$ cat src/hfdl_pkg.sv
// ----------------------------------------------------------------------------
// hfdl_pkg: shared types and constants for the Hermite fractional delay line
// Holds default parameter values, the controller state type and the command
// bundle passed from the controller to the datapath.
// ----------------------------------------------------------------------------
package hfdl_pkg;

  localparam int DEPTH_DEF         = 65536;
  localparam int SAMPLE_WIDTH_DEF  = 24;
  localparam int FRACTION_BITS_DEF = 16;
  localparam int DELAY_WIDTH       = 32;

  // Tap and Horner step codes carried on the 2-bit select fields
  localparam logic [1:0] TAP_FIRST   = 2'd0;
  localparam logic [1:0] TAP_LAST    = 2'd3;
  localparam logic [1:0] STEP_ADD_B  = 2'd0;
  localparam logic [1:0] STEP_ADD_C  = 2'd1;
  localparam logic [1:0] STEP_LAST   = 2'd2;

  typedef enum logic [2:0] {
    ST_IDLE,
    ST_ADDR,
    ST_READ,
    ST_DRAIN,
    ST_COEF,
    ST_MAC,
    ST_DONE
  } hfdl_state_e;

  typedef struct packed {
    logic       load;     // capture input transaction
    logic       addr;     // clamp delay, form read position
    logic       rd;       // issue a tap read
    logic [1:0] tap;      // tap being read
    logic       cap;      // capture read data
    logic [1:0] cap_idx;  // tap slot for captured data
    logic       coef;     // form Hermite coefficients
    logic       wr;       // store new sample, advance write pointer
    logic       mac;      // one Horner step
    logic [1:0] step;     // Horner step number
    logic       fin;      // round, saturate, load output register
  } hfdl_cmd_t;

endpackage

$ cat src/hfdl_ctrl.sv
// ----------------------------------------------------------------------------
// hfdl_ctrl: sequencer for the Hermite fractional delay line
// Steps one transaction through address, tap reads, coefficients, Horner
// steps and output; owns the input stall and output valid.
// ----------------------------------------------------------------------------
module hfdl_ctrl
  import hfdl_pkg::*;
(
  input  logic      clk_i,
  input  logic      rst_ni,
  input  logic      in_valid_i,
  output logic      in_stall_o,
  output logic      out_valid_o,
  input  logic      out_stall_i,
  output hfdl_cmd_t cmd_o
);

  hfdl_state_e state_q, state_d;
  logic [1:0]  cnt_q, cnt_d;
  logic        out_valid_q, out_valid_d;

  always_ff @(posedge clk_i or negedge rst_ni) begin
    if (!rst_ni) begin
      state_q     <= ST_IDLE;
      cnt_q       <= TAP_FIRST;
      out_valid_q <= 1'b0;
    end else begin
      state_q     <= state_d;
      cnt_q       <= cnt_d;
      out_valid_q <= out_valid_d;
    end
  end

  always_comb begin
    state_d     = state_q;
    cnt_d       = cnt_q;
    out_valid_d = out_valid_q && out_stall_i;
    cmd_o       = '0;
    unique case (state_q)
      ST_IDLE: begin
        cmd_o.load = in_valid_i;
        if (in_valid_i) begin
          state_d = ST_ADDR;
        end
      end
      ST_ADDR: begin
        cmd_o.addr = 1'b1;
        cnt_d      = TAP_FIRST;
        state_d    = ST_READ;
      end
      ST_READ: begin
        cmd_o.rd      = 1'b1;
        cmd_o.tap     = cnt_q;
        cmd_o.cap     = (cnt_q != TAP_FIRST);
        cmd_o.cap_idx = cnt_q - 2'd1;
        cnt_d         = cnt_q + 2'd1;
        if (cnt_q == TAP_LAST) begin
          state_d = ST_DRAIN;
        end
      end
      ST_DRAIN: begin
        cmd_o.cap     = 1'b1;
        cmd_o.cap_idx = TAP_LAST;
        state_d       = ST_COEF;
      end
      ST_COEF: begin
        cmd_o.coef = 1'b1;
        cmd_o.wr   = 1'b1;
        cnt_d      = STEP_ADD_B;
        state_d    = ST_MAC;
      end
      ST_MAC: begin
        cmd_o.mac  = 1'b1;
        cmd_o.step = cnt_q;
        cnt_d      = cnt_q + 2'd1;
        if (cnt_q == STEP_LAST) begin
          state_d = ST_DONE;
        end
      end
      ST_DONE: begin
        if (!out_valid_q || !out_stall_i) begin
          cmd_o.fin   = 1'b1;
          out_valid_d = 1'b1;
          state_d     = ST_IDLE;
        end
      end
      default: begin
        state_d = ST_IDLE;
      end
    endcase
  end

  assign in_stall_o  = (state_q != ST_IDLE);
  assign out_valid_o = out_valid_q;

endmodule

$ cat config.mk
export PLATFORM = sky130hd
export DESIGN_NAME = hfdl_ctrl
export DESIGN_NICKNAME = d
export VERILOG_FILES = /design/src/hfdl_pkg.sv /design/src/hfdl_ctrl.sv
export SDC_FILE = /design/constraint.sdc
export NUM_CORES = 1
export LEC_CHECK = 0
export ABC_AREA = 1
export BUFFER_PORTS_ARGS = -buffer_cell sky130_fd_sc_hd__buf_2
export CORE_AREA = 2 2 39 41
export DETAILED_ROUTE_END_ITERATION = 10
export DIE_AREA = 0 0 41 43
export GPL_ROUTABILITY_DRIVEN = 0
export GPL_TIMING_DRIVEN = 1
export PLACE_DENSITY_LB_ADDON = 0.1
export SLEW_MARGIN = 20
export SYNTH_ARGS = -nofsm -noshare
export SYNTH_HDL_FRONTEND = slang
export SYNTH_SLANG_ARGS = --single-unit
$ cat constraint.sdc
create_clock -name clk_i -period 1.52 [get_ports clk_i]
set_input_delay 0.152 -clock clk_i [delete_from_list [all_inputs] [get_ports clk_i]]
set_output_delay 0.152 -clock clk_i [all_outputs]
set_load 0.05 [all_outputs]
==> After elaboration in Yosys (flattened, before gate mapping) <==
Cells that the tools add are included.
{ "classes": {"add_sub_neg": 2, "eq_ne": 12, "muxes": 16, "n_reduce_logical": 11} }
{ "op_table": {"columns": ["op", "n"], "rows": [
  ["$pmux W3 S7", 1],
  ["$mux W3", 6],
  ["$eq A3 B3 Y1 const B", 3],
  ["$ne A2 B2 Y1 const B", 4],
  ["$eq A3 B2 Y1 const B", 2],
  ["$mux W1", 6],
  ["$pmux W3 S2", 1],
  ["$eq A2 B2 Y1 const B", 2],
  ["$pmux W2 S2", 1],
  ["$reduce_and A4 Y1", 1],
  ["$reduce_bool A2 Y1", 2],
  ["$reduce_or A2 Y1", 2],
  ["$eq A3 B1 Y1 const B", 1],
  ["$logic_not A3 Y1", 1],
  ["$reduce_bool A3 Y1", 1],
  ["$add A2 B1 Y2 const B", 1],
  ["$logic_not A1 Y1", 2],
  ["$mux W2", 1],
  ["$sub A2 B1 Y2 const B", 1],
  ["$logic_and A1 B1 Y1", 1],
  ["$logic_or A1 B1 Y1", 1]
]} }
{ "totals": {"register_bits": 6, "out_inout_bits": 16, "word_cells": 44} }

==> Depth between registers and ports, before layout <==
Gate-level depths: netlist of the first run.
{ "logic_depth": {"word_depth": 4, "mapped_depth": 8, "mapped_depth_nobuf": 8} }

==> Worst setup path before layout of the first run <==
Ideal clock, no wire load.
{ "synth_path": {"kind": "flip-flop to output port", "startpoint": "reg state_q[0]", "endpoint": "out cmd_o[13] in the netlist's numbering", "arrival_ns": 1.728, "required_ns": 1.368, "slack_ns": -0.360, "path_stages_with_launch": 4, "path_buffers": 0, "path_cell_list": "dfrtp_1 nor2_1 nand2_1 nor2_1"} }
{ "synth_lines": {"columns": ["element", "line_no", "rtl"], "rows": [
  ["start, declared", "hfdl_ctrl.sv:18", "hfdl_state_e state_q, state_d;"],
  ["start signal, assigned", "hfdl_ctrl.sv:28", "state_q <= state_d;"],
  ["end, declared", "hfdl_ctrl.sv:15", "output hfdl_cmd_t cmd_o"]
]} }

==> results of run 1 <==
## worst max-delay path by stage
stage / end / slack [ns] / cells past startpoint
6_report: cmd_o[6] / 0.06 / 4
5_1_grt: cmd_o[13] / -0.0002 / 4
4_1_cts: cmd_o[13] / 0.002 / 4
3_5_place_dp: cmd_o[7] / 0.15 / 4
3_3_place_gp: cmd_o[7] / 0.17 / 4
2_1_floorplan: cmd_o[6] / -0.15 / 3
## per-stage QoR
stage / TNS, ns / hold slack, ns
floorplan: -0.4412 / -0.1436
global placement: 0 / -0.01422
detailed placement: 0 / -0.01484
CTS: 0 / 0.1826
global route: -0.0001780 / 0.2046
finish: 0 / 0.1868
## layer usage
layer,track usage [%],share of wire (%),up-vias,wire length (um)
li1,-,-,265,-
met3,3.141,4.9,2,55
met2,18.44,49,15,545
met4,10.00,0.71,0,8
met5,0,0,-,0
met1,18.21,46,226,513
## cells in the mapped netlist
cell type  count  area [um^2]
nor2_4         2        22.52
nand2_1       12        45.04
nor2_1         8        30.03
buf_4          1        7.510
inv_1          9        33.78
a21oi_1        6        30.03
nand2_2        3        18.77
dfrtp_1        6        150.1
ha_1           3        37.54
o21ai_0        1        5.000
nor2_2         2        12.51
inv_2          4        15.01
nand3_1        3        15.01
o21ai_1        2        10.01
nand3_2        4        40.04
## area by class of cell
type	count	share of cell area, %
Inverter	13	6.644
Timing Repair Buffer	27	25.72
Tap cell	16	2.726
Sequential cell	6	20.78
Multi-Input combinational cell	46	41.06
Clock buffer	3	3.066
## logic make-up (layout without fill, tap and decap cells)
| logic type | count (synthesis) | count (layout) | synth area share [%] |
|---|---|---|---|
| simple gates | 34 | 34 | 38.89 |
| buf+inv | 14 | 43 | 11.90 |
| flops | 6 | 6 | 31.75 |
| fa+ha+maj | 3 | 3 | 7.937 |
| compound gates | 9 | 9 | 9.523 |
## critical path: cells and delay by family (launching register included)
kind / cells / cell delay (ns)
AOI/OAI and AO/OA: 1 / 0.14
buffers and inverters: 3 / 0.47
DFF: 1 / 0.46
## sequential cells by signal, summed over array words and instances (netlist names)
register and flops:
cnt_q 2, out_valid_o 1, state_q 3
## what timing repair did
action                                  CTS  global route
setup buffers                             0             6
cloned                                    0             0
hold buffers                              1             0
gates resized for setup                  10            10
endpoints found under the setup margin    6            11
endpoints found under the hold margin     6             0
pin swaps                                 0             1
==> flow_metrics.tcl, run 1 <==
set metrics [dict create \
    status "finished, final reports clean" \
    numCtsBuffers 3 \
    dp_slack_ns 0.1457 \
    worstHoldPathType "primary input to flip-flop" \
    vias_per_cell 4.577 \
    syn_area_um2 473.0 \
    syn_avg_cell_area_um2 7.166 \
    max_slew_margin_pct 83.62 \
    path_cells "inv_2 -> buf_4 -> a21oi_1 -> buf_4" \
    die_h_um 43 \
    fin_crit_ns 1.456 \
    setup_slack_ns 0.06372 \
    cts_sinks 6 \
    fillCellCount 142 \
    final_cell_mix "12 x nand2_1, 12 x buf_4, 8 x clkbuf_4, 8 x buf_2, 7 x inv_1" \
    fin_area_um2 734.5 \
    grt_pass1_wl_mm 1.587 \
    vias 508 \
    setup_viol 0 \
    start_kind "flip-flop" \
    ys_seq_area_share_pct 31.75 \
    multiInputGateArea_um2 301.5 \
    r2r_cells 8 \
    setup.worst_path.end_class "output pin" \
    regArea_um2 152.6 \
    finalHoldViolations 0 \
    cap_violations 0 \
    crit_top_cell "buf_4" \
    fin_cells 111 \
    yosys_warnings 0 \
    synth.net_count 73 \
    cts_buffer_depth 2 \
    start_util_pct 34.18 \
    pin_count 20 \
    dp_cells 101 \
    critPathMaxFanout 6 \
    die_area_um2 1763 \
    synth-seq-cells 6 \
    crit_arrival_ns 1.30 \
    cts_tree "done" \
    rr_startpoint "cnt_q[0]" \
    grt_pass1_vias 391 \
    hold_start "out_stall_i" \
    root_buffer "clkbuf_4" \
    min_to "out_valid_o" \
    ctsHtreeMaxLevel 1 \
    drive_gt1_share_pct 57.89 \
    routed_wl_mm 1.122 \
    fmax_mhz 686.7 \
    rsz0062_at_grt "true" \
    clk_pin_slew_ns 0.04 \
    die_width_um 41 \
    r2r-end "state_q[1]" \
    worstSetupPathType "flip-flop to output pin" \
    slew_viol_final 0 \
    wire_per_inst_um 10.11 \
    hpwlAfterDp_um 830.5 \
    ant_nets 0 \
    core_area_um2 1384 \
    max_stage_delay_ns 0.46 \
    slowest_stage "dfrtp_1" \
    drt_iter0_drc 9 \
    first_pass_iters 4 \
    clkLatencyLatePin_ns 0.24 \
    rows 14 \
    min_path_cells 3 \
    startpoint "state_q[0]" \
    grt_start_max_net_pins 8 \
    r2r_slack_ns 0.26 \
    diodes 0 \
    portBuffers 19 \
    utilization_pct 53.07 \
    placed_area_um2 603.1 \
    antenna_found_initial 0 \
    synthCells 66 \
    worst_slew_pin_slew_ns 0.2474 \
    grt.total_usage_pct 13.68 \
    drc 0 \
    min_period_over_period_pct 95.81 \
    worstPathRequired_ns 1.37 \
    globalRouteOverflowTotal 0 \
    synth_cell_types 15 \
    nets 104 \
    area_growth_pct 55.29 \
    fin_skew_ns 0.001867 \
]
Power of run 1 is not shown: default switching activity piles up to over one toggle a cycle in this logic, so the estimate is an artifact.
==> run 2, diff against run 1 <==
--- a/config.mk
+++ b/config.mk
@@ -5,7 +5,6 @@
 export SDC_FILE = /design/constraint.sdc
 export NUM_CORES = 1
 export LEC_CHECK = 0
-export ABC_AREA = 1
 export BUFFER_PORTS_ARGS = -buffer_cell sky130_fd_sc_hd__buf_2
 export CORE_AREA = 2 2 39 41
 export DETAILED_ROUTE_END_ITERATION = 10
==> run 2 against run 1 <==
Global-route usage up 2.1 points. Critical path depth down 1. Utilization up 1.7 points. Cell count down 9.0%. Area after synthesis up 7.9%. Flip-flop and latch count unchanged. Synthesized cell count down 14%. Die area unchanged. Wire length up 8.0%. Critical path type unchanged. Critical endpoint is now cmd_o[2].
==> flow_metrics.tcl, run 2 <==
set metrics [dict create \
    synth_edf_count 0 \
    synth.area.top_cells "dfrtp_1 29%, ha_1 7.4%, clkbuf_8 5.4%" \
    first_pass_iters 3 \
    clkLatencyLatePin_ns 0.25 \
    pin_count 20 \
    yosys_warnings 0 \
    die_width_um 41 \
    area_growth_pct 48.53 \
    diodes 0 \
    drc 0 \
    hpwlAfterDp_um 876.4 \
    hold_start "out_stall_i" \
    setup.worst_path.end_class "output pin" \
    grt_pass1_vias 419 \
    nets 94 \
    worst_slew_pin_slew_ns 0.2523 \
    die_area_um2 1763 \
    grt.total_usage_pct 15.76 \
    root_buffer "clkbuf_4" \
    status "finished, final reports clean" \
    synthCells 57 \
    synth_top_cell_by_area "dfrtp_1" \
    regArea_um2 153.9 \
    largest-register "state_q" \
    multiInputGateArea_um2 329.1 \
    syn_avg_cell_area_um2 8.956 \
    fillCellCount 131 \
    synthTopCellsByCount "6 x dfrtp_1, 6 x inv_1, 5 x a21oi_1, 5 x nand2_1" \
    final_cell_mix "13 x buf_2, 11 x buf_4, 5 x nand2_1, 5 x inv_1, 5 x clkbuf_4" \
    syn_area_um2 510.5 \
    fmax_mhz 662.8 \
    rr_startpoint "state_q[1]" \
    cts_sinks 6 \
    drive_gt1_share_pct 58.82 \
    slew_viol_final 0 \
    fin_skew_ns 0.003783 \
    ctsHtreeMaxLevel 1 \
    drt_iter0_drc 8 \
    core_area_um2 1384 \
    async_flop_share_pct 100.0 \
    cts_buffer_depth 2 \
    r2r-end "cnt_q[1]" \
    portBuffers 19 \
    min_period_over_period_pct 99.26 \
    ys.flop_type "dfrtp_1" \
    synth_cell_types 27 \
    cts_tree "done" \
    r2r_cells 5 \
    die_h_um 43 \
    min_to "out_valid_o" \
    setup_viol 0 \
    largest_register_ff_count 3 \
    fin_crit_ns 1.509 \
    vias_per_cell 4.881 \
    worstHoldPathType "primary input to flip-flop" \
    finalHoldViolations 0 \
    critPathMaxFanout 9 \
    yosysTopAreaCellShare_pct 29.41 \
    start_kind "flip-flop" \
    globalRouteOverflowTotal 0 \
    max_slew_margin_pct 83.29 \
    utilization_pct 54.79 \
    clk_pin_slew_ns 0.05 \
    worstPathRequired_ns 1.37 \
    rsz0062_at_grt "true" \
    ant_nets 0 \
    setup_tns_ns 0 \
    numCtsBuffers 3 \
    grt_pass1_wl_mm 1.890 \
    r2r_slack_ns 0.14 \
    vias 493 \
    synth-seq-cells 6 \
    min_path_cells 3 \
    antenna_found_initial 0 \
    grt_start_max_net_pins 13 \
    crit_arrival_ns 1.36 \
    wire_per_inst_um 12.00 \
    worstSetupPathType "flip-flop to output pin" \
    synth.net_count 64 \
    ys_seq_area_share_pct 29.41 \
    cap_violations 0 \
    start_util_pct 36.89 \
    final_common_cell "buf_2" \
    routed_wl_mm 1.212 \
    rows 14 \
]
-- run 2: repair_timing --
item,CTS,global route
buffers inserted,0,3
endpoints found under the hold margin,6,0
setup endpoints to repair,11,12
resized for setup,8,8
gates cloned,0,0
pin swaps,0,0
hold buffers,1,0
-- run 2: cell families after synthesis --
kind of cell               after synthesis  share of synthesized area, %
AOI/OAI and AO/OA                       14                         20.83
xor gates and xnor gates                 2                         3.432
adders and majority gates                3                         7.354
buffers and inverters                   11                         14.95
DFF                                      6                         29.41
muxes                                    1                         2.940
and+or+nand+nor                         20                         21.08
-- run 2: critical path, stage by stage, from the launching register on --
cell and delay [ns]:
dfrtp_2 0.46, nand2b_4 0.19, nor3_1 0.16, buf_2 0.30
-- run 2: area by class of cell --
cell class              instances  area share, %
well taps                      16          2.640
multi-input cells              40          43.40
repair buffers                 30          27.72
flip-flops and latches          6          20.30
clock buffers                   3          2.970
inverters                       6          2.970
-- run 2: worst max path at each step --
stage | from | slack, ns | cells past startpoint | end
floorplan | state_q[1] | -0.33 | 3 | cmd_o[1]
global placement | state_q[0] | 0.14 | 3 | cmd_o[11]
detailed placement | state_q[1] | 0.15 | 4 | cnt_q[1]
CTS | state_q[0] | -0.0007 | 3 | cmd_o[13]
global route | state_q[1] | -0.03 | 3 | cmd_o[2]
finish | state_q[1] | 0.01 | 3 | cmd_o[2]
-- run 2: routing by layer --
metal	GRT usage, %	routed length (um)	vias up
met4	10.00	10	0
met3	1.571	51	2
met5	0	0	-
met2	20.94	550	14
li1	-	-	253
met1	23.28	599	224
-- run 2: through the flow --
step / area [um^2] / hold slack [ns] / std cells / setup slack [ns]
2_1_floorplan: 540.5 / -0.1436 / 57 / -0.3270
6_report: 758.2 / 0.1406 / 101 / 0.01128
4_1_cts: 705.7 / 0.1349 / 98 / -0.0007395
3_5_place_dp: 654.4 / -0.006669 / 94 / 0.1533
5_1_grt: 758.2 / 0.1770 / 101 / -0.03315
3_3_place_gp: 654.4 / -0.006098 / 94 / 0.1419
Power of run 2 is left out for the same reason.
